### src/sv/mpq_pkg.sv
// Shared types and codes for the min priority queue.
// Heap entry layout, result bundle, command and status codes.
// No dependencies.
`timescale 1ns / 1ps
`default_nettype none

package mpq_pkg;

	localparam logic CMD_INSERT = 1'b0;
	localparam logic CMD_POP    = 1'b1;

	localparam logic [1:0] ST_INSERTED  = 2'd0;
	localparam logic [1:0] ST_POPPED    = 2'd1;
	localparam logic [1:0] ST_POP_EMPTY = 2'd2;
	localparam logic [1:0] ST_INS_FULL  = 2'd3;

	localparam int COUNT_W = 11;

	typedef struct packed {
		logic [31:0] key;
		logic [31:0] payload;
	} entry_t;

	typedef struct packed {
		logic [31:0]        weight;
		logic [31:0]        value;
		logic [1:0]         status;
		logic [COUNT_W-1:0] count;
	} res_t;

endpackage

`default_nettype wire

### src/sv/mpq_ctrl.sv
// Heap sequencer: sift-up on insert, sift-down on pop, one level a cycle.
// Drives the mpq_store ports; uses mpq_pkg.
`timescale 1ns / 1ps
`default_nettype none

module mpq_ctrl #(
	parameter int CAPACITY = 1024,
	parameter int AW       = 10,
	parameter int CW       = 11
) (
	input  wire logic            clk,
	input  wire logic            arst_n,
	input  wire logic            in_valid,
	output logic                 in_stall,
	input  wire logic            cmd,
	input  wire logic [31:0]     weight,
	input  wire logic [31:0]     value,
	output logic                 res_valid,
	input  wire logic            res_ready,
	output mpq_pkg::res_t        res,
	output logic                 mem_we,
	output logic [AW-1:0]        mem_waddr,
	output mpq_pkg::entry_t      mem_wdata,
	output logic [AW-1:0]        mem_raddr_a,
	output logic [AW-1:0]        mem_raddr_b,
	input  wire mpq_pkg::entry_t mem_rdata_a,
	input  wire mpq_pkg::entry_t mem_rdata_b
);
	import mpq_pkg::*;

	localparam int IW = AW + 2;

	localparam logic [2:0] S_IDLE  = 3'd0;
	localparam logic [2:0] S_UP    = 3'd1;
	localparam logic [2:0] S_POPLD = 3'd2;
	localparam logic [2:0] S_DOWN  = 3'd3;
	localparam logic [2:0] S_FIN   = 3'd4;
	localparam logic [2:0] S_RES   = 3'd5;

	logic [2:0]    state_q, state_d;
	logic [CW-1:0] cnt_q, cnt_d;
	logic [AW-1:0] pos_q, pos_d;
	entry_t        carry_q, carry_d;
	logic [31:0]   ow_q, ow_d, ov_q, ov_d;
	logic [1:0]    st_q, st_d;

	logic [IW-1:0] n_w, left_w, right_w, best_w, nl_w;
	logic [AW-1:0] parent, best;
	logic [AW-1:0] ins_pos;
	logic [31:0]   bkey;
	logic          l_lt, r_lt;
	entry_t        child;
	logic [CW+COUNT_W-1:0] cnt_ext;

	assign n_w     = IW'(cnt_q);
	assign left_w  = {1'b0, pos_q, 1'b1};
	assign right_w = left_w + IW'(1);
	assign parent  = (pos_q - AW'(1)) >> 1;
	assign ins_pos = cnt_q[AW-1:0];

	// child selection: strict compares, left wins a tie
	assign l_lt  = mem_rdata_a.key < carry_q.key;
	assign bkey  = l_lt ? mem_rdata_a.key : carry_q.key;
	assign r_lt  = (right_w < n_w) && (mem_rdata_b.key < bkey);
	assign child = r_lt ? mem_rdata_b : mem_rdata_a;
	assign best_w = r_lt ? right_w : left_w;
	assign best   = best_w[AW-1:0];
	assign nl_w   = {1'b0, best, 1'b1};

	assign cnt_ext = {{COUNT_W{1'b0}}, cnt_q};

	assign in_stall  = (state_q != S_IDLE);
	assign res_valid = (state_q == S_RES);
	assign res       = '{weight: ow_q, value: ov_q, status: st_q,
		count: cnt_ext[COUNT_W-1:0]};

	always_comb begin
		state_d     = state_q;
		cnt_d       = cnt_q;
		pos_d       = pos_q;
		carry_d     = carry_q;
		ow_d        = ow_q;
		ov_d        = ov_q;
		st_d        = st_q;
		mem_we      = 1'b0;
		mem_waddr   = pos_q;
		mem_wdata   = carry_q;
		mem_raddr_a = '0;
		mem_raddr_b = '0;
		unique case (state_q)
			S_IDLE: begin
				if (in_valid) begin
					ow_d = '0;
					ov_d = '0;
					if (cmd == CMD_INSERT) begin
						if (cnt_q == CW'(CAPACITY)) begin
							st_d    = ST_INS_FULL;
							state_d = S_RES;
						end else begin
							st_d    = ST_INSERTED;
							carry_d = '{key: weight, payload: value};
							pos_d   = ins_pos;
							cnt_d   = cnt_q + CW'(1);
							mem_raddr_a = (ins_pos - AW'(1)) >> 1;
							state_d = (cnt_q == '0) ? S_FIN : S_UP;
						end
					end else begin
						if (cnt_q == '0) begin
							st_d    = ST_POP_EMPTY;
							state_d = S_RES;
						end else begin
							st_d        = ST_POPPED;
							mem_raddr_a = '0;
							mem_raddr_b = AW'(cnt_q - CW'(1));
							cnt_d       = cnt_q - CW'(1);
							state_d     = S_POPLD;
						end
					end
				end
			end
			S_UP: begin
				mem_we = 1'b1;
				if (carry_q.key < mem_rdata_a.key) begin
					mem_wdata   = mem_rdata_a;
					pos_d       = parent;
					mem_raddr_a = (parent - AW'(1)) >> 1;
					state_d     = (parent == '0) ? S_FIN : S_UP;
				end else begin
					state_d = S_RES;
				end
			end
			S_POPLD: begin
				ow_d    = mem_rdata_a.key;
				ov_d    = mem_rdata_a.payload;
				carry_d = mem_rdata_b;
				pos_d   = '0;
				mem_raddr_a = AW'(1);
				mem_raddr_b = AW'(2);
				if (cnt_q == '0) begin
					state_d = S_RES;
				end else if (cnt_q == CW'(1)) begin
					state_d = S_FIN;
				end else begin
					state_d = S_DOWN;
				end
			end
			S_DOWN: begin
				mem_we = 1'b1;
				if (l_lt || r_lt) begin
					mem_wdata   = child;
					pos_d       = best;
					mem_raddr_a = nl_w[AW-1:0];
					mem_raddr_b = AW'(nl_w + IW'(1));
					state_d     = (nl_w < n_w) ? S_DOWN : S_FIN;
				end else begin
					state_d = S_RES;
				end
			end
			S_FIN: begin
				mem_we  = 1'b1;
				state_d = S_RES;
			end
			S_RES: begin
				if (res_ready) begin
					state_d = S_IDLE;
				end
			end
			default: begin
				state_d = S_IDLE;
			end
		endcase
	end

	always_ff @(posedge clk or negedge arst_n) begin
		if (!arst_n) begin
			state_q <= S_IDLE;
			cnt_q   <= '0;
		end else begin
			state_q <= state_d;
			cnt_q   <= cnt_d;
		end
	end

	always_ff @(posedge clk) begin
		pos_q   <= pos_d;
		carry_q <= carry_d;
		ow_q    <= ow_d;
		ov_q    <= ov_d;
		st_q    <= st_d;
	end

endmodule

`default_nettype wire

### config.mk
export PLATFORM = sky130hd
export DESIGN_NAME = mpq_ctrl
export DESIGN_NICKNAME = d
export VERILOG_FILES = /design/src/sv/mpq_pkg.sv /design/src/sv/mpq_ctrl.sv
export SDC_FILE = /design/constraint.sdc
export NUM_CORES = 1
export LEC_CHECK = 0
export BUFFER_PORTS_ARGS = -buffer_cell sky130_fd_sc_hd__clkbuf_2
export CORE_AREA = 2 2 159 145
export DETAILED_ROUTE_END_ITERATION = 6
export DIE_AREA = 0 0 161 147
export PLACE_DENSITY = 0.84
export SYNTH_ARGS = -nofsm -noshare
export SYNTH_HDL_FRONTEND = slang
export SYNTH_SLANG_ARGS = --single-unit
export TNS_END_PERCENT = 50
### constraint.sdc
create_clock -name clk -period 12 [get_ports clk]
set_input_delay 0.6 -clock clk [delete_from_list [all_inputs] [get_ports clk]]
set_output_delay 0.6 -clock clk [all_outputs]
set_load 0.05 [all_outputs]
==> reports/metrics.yaml <==
place:
  dp_hpwl_microns: 30940
  portBuffers: 370
  gp_congestion: 1.029
power:
  power.density_nw_per_um2: 326.3
  pwr-share-seq_pct: 21.4
  clockPowerShare_pct: 12.6
  max-vdd-ir-drop_uv: 264.2
  p_sw_share_pct: 58.98
  internal_power_uw: 1951
  comb_power_share_pct: 66.0
  leakagePower_uw: 0.006896
  switchingPower_uw: 2805
global_routing:
  antenna_found_initial: 2
  grt_overflow: 0
  grt_use_total_pct: 35.60
  grt_pass1_wl_microns: 66370
  grt_max_degree: 84
  grt_pass1_vias: 12220
worst_setup_path:
  setup.worst_path.start_class: "flop"
  arrival_ns: 7.98
  slowest_stage: "nor2_4"
  critPathTopFamily: "simple AND/OR/NAND/NOR gates"
  crit_required_ns: 11.40
  path_max_fanout: 63
  slowest_delay_ns: 0.56
  critPathKind: "flop to primary output"
  end_kind: "primary output"
  cp_num_buf_inv: 3
  crit_top_cell: "ha_1"
logic_synthesis:
  syn_area_sq_um: 11980
  synth_edf_count: 140
  synthMuxAreaShare_pct: 2.852
  ys_warn_count: 0
  synthArstFlopShare_pct: 9.091
  synth-seq-area-share_pct: 38.03
  synth_fa_ha_area_share_pct: 9.402
  ys.flop_type: "edfxtp_1"
  synth_cells: 1460
  synth.distinct_cells: 66
  syn_area_per_cell_sq_um: 8.203
  synth_top_family_by_area: "simple AND/OR/NAND/NOR gates"
  synth_fp_nets: 1747
  synth_compound_area_share_pct: 17.68
  synth_xor_area_share_pct: 3.573
  synth_seq_cells: 154
  synthSimpleGateAreaFrac_pct: 23.16
sta:
  slew_headroom_pct: 16.07
  finalHoldViolCount: 0
  max_freq_mhz: 116.5
  finalSetupViolCount: 0
  slew_violations: 0
  finalSetupTns_ns: 0
  layout_min_cycle_time_ns: 8.583
  skew_ns: 0.01384
  worst_slew_pin_slew_ns: 1.254
  fin_crit_sh_pct: 71.52
  hold_ws_ns: 0.07628
  rsz0062_at_grt: "false"
drt:
  postRouteWirelength_microns: 42980
  wl_per_cell_microns: 20.70
  ant_nets: 0
  drcViolationCount: 0
  initialDrtViolationCount: 1875
  vias: 12850
  vias_per_cell: 6.191
  firstDrtPassIters: 7
floorplanning:
  ioPinCount: 371
  core_sq_um: 22120
  rows: 52
  start_util_pct: 54.14
  fp.dieH_microns: 147
  die-width_microns: 161
  dieArea_sq_um: 23670
clock_network:
  cts_buffers: 17
  cts_root_buffer: "clkbuf_16"
  clk_pin_slew_ns: 0.08
  cts_tree: "built"
  clk_latency_ns: 0.43
  cts_buffer_depth: 2
  cts_hold_buf: 0
  postCtsSetupBuffers: 0
  cts_resized: 0
  clock-sinks: 154
  htreeDepth: 4
min_path:
  hold_path.class: "input pin to async pin"
final_layout:
  multi_input_area_sq_um: 6845
  nNetsFinal: 2051
  seq_area_sq_um: 4556
  n_fill_cell: 1865
  area_delta_synth_final_pct: 21.73
  drive_gt1_share_pct: 24.82
flow_run:
  maxCapViolCount: 0
status:
  status: "finished clean"
final timing paths:
| check | to | from | slack (ns) | cells past startpoint |
|---|---|---|---|---|
| max in group asynchronous | state_q[1] | arst_n | 11.60 | 1 |
| min reg2reg | state_q[0] | state_q[1] | 0.67 | 3 |
| max reg2reg | state_q[0] | carry_q[39] | 3.66 | 28 |
| min | cnt_q[1] | arst_n | 0.08 | 1 |
| max | mem_raddr_b[9] | carry_q[39] | 3.42 | 25 |
| min in group clk | state_q[0] | res_ready | 0.38 | 2 |
through the flow:
stage	std cells	total power (uW)	setup WS [ns]	util [%]	area, sq um
global placement	2042	4077	3.814	63.05	13950
finish	2076	4757	3.417	65.91	14580
CTS	2074	4715	3.557	65.88	14570
detailed placement	2042	4111	3.570	63.05	13950
floorplan	1460	3319	4.578	-	11980
global route	2076	4998	2.884	65.91	14580
final cells by class:
class / count / share of cell area (%)
clock inverter: 15 / 1.373
sequential: 154 / 31.25
inverter: 63 / 1.656
timing repair buffer: 381 / 13.27
tap: 297 / 2.549
antenna: 2 / 0.03433
clock buffer: 17 / 2.918
multi-input combinational: 1147 / 46.95
cell families after synthesis:
group | count (synthesis)
multiplexers | 34
AND/OR/NAND/NOR | 635
flip-flops | 154
XOR/XNOR | 48
adder cells (fa/ha/maj) | 90
buffers and inverters | 159
AO/OA/AOI/OAI | 340
registers in the layout, indices dropped and copies added (netlist names):
| signal | cells |
|---|---|
| carry_q | 64 |
| ov_q | 32 |
| ow_q | 32 |
| cnt_q | 11 |
| mem_waddr | 10 |
| state_q | 3 |
| st_q | 2 |
Yosys cell counts, types with 7 or more instances:
cell	number	area share [%]
nand2_1	341	11
edfxtp_1	140	35
nor2_1	140	4.4
a21oi_1	112	4.7
ha_1	90	9.4
clkbuf_1	81	2.5
o21ai_0	73	3.1
inv_1	61	1.9
a22oi_1	42	2.6
and3_1	34	1.8
xnor2_1	34	2.5
mux2i_1	33	2.8
a311oi_1	26	1.9
nand3_1	24	1.0
nor3_1	23	0.96
nand4_1	18	0.94
o21ai_1	15	0.63
dfrtp_1	14	2.9
xor2_1	13	0.95
a211oi_1	9	0.56
nor4_1	9	0.47
o22ai_1	8	0.42
a21o_1	7	0.44
nand2b_1	7	0.37
nor2b_1	7	0.37
placed cells by master (no fill, tap or decap), types with 6 or more instances in the layout:
cell / netlist / routed
nor2_1: 140 / 138
a311oi_1: 26 / 26
a21o_1: 7 / 7
and3_1: 34 / 33
xor2_1: 13 / 13
o211ai_1: 6 / 6
a31oi_1: 6 / 6
nand4_1: 18 / 18
a211oi_1: 9 / 8
nor3_1: 23 / 23
edfxtp_1: 140 / 140
inv_6: 1 / 7
o22ai_1: 8 / 8
xnor2_1: 34 / 34
ha_1: 90 / 90
nand2b_1: 7 / 6
mux2i_1: 33 / 33
a21oi_1: 112 / 112
clkbuf_2: 0 / 370
o21ai_1: 15 / 14
inv_1: 61 / 61
o221ai_1: 6 / 6
nand3_1: 24 / 24
nand2_1: 341 / 338
or3_1: 6 / 6
a22oi_1: 42 / 42
nor2b_1: 7 / 7
dfrtp_1: 14 / 13
buf_4: 3 / 11
o21ai_0: 73 / 72
a22o_1: 6 / 6
clkbuf_16: 0 / 17
nor4_1: 9 / 9
metal layers:
| metal | vias to the layer above | part of all wire, % | GRT usage (%) |
|---|---|---|---|
| met5 | - | 0 | 0 |
| met4 | 0 | 4.5 | 17.28 |
| met3 | 152 | 11 | 6.917 |
| met2 | 945 | 46 | 57.58 |
| met1 | 5930 | 38 | 46.01 |
| li1 | 5825 | - | - |
worst register-to-register path: cells and delay by family (launching register included):
kind            cells  cell delay [ns]
fa+ha+maj           3             0.94
buf+inv             3             1.16
mux                 2             0.61
simple gates        3             1.07
xor+xnor            1             0.29
flops               1             0.44
compound gates     16             3.76
power groups by stage:
| stage | Sequential [uW] | Clock (uW) | Combinational, uW |
|---|---|---|---|
| CTS | 1010 | 598 | 3110 |
| global placement | 1020 | 0 | 3060 |
| global route | 1030 | 620 | 3340 |
| floorplan | 1290 | 0 | 2030 |
| detailed placement | 1020 | 0 | 3090 |
| finish | 1020 | 598 | 3140 |
No activity file was read; power rests on OpenSTA's default activity.
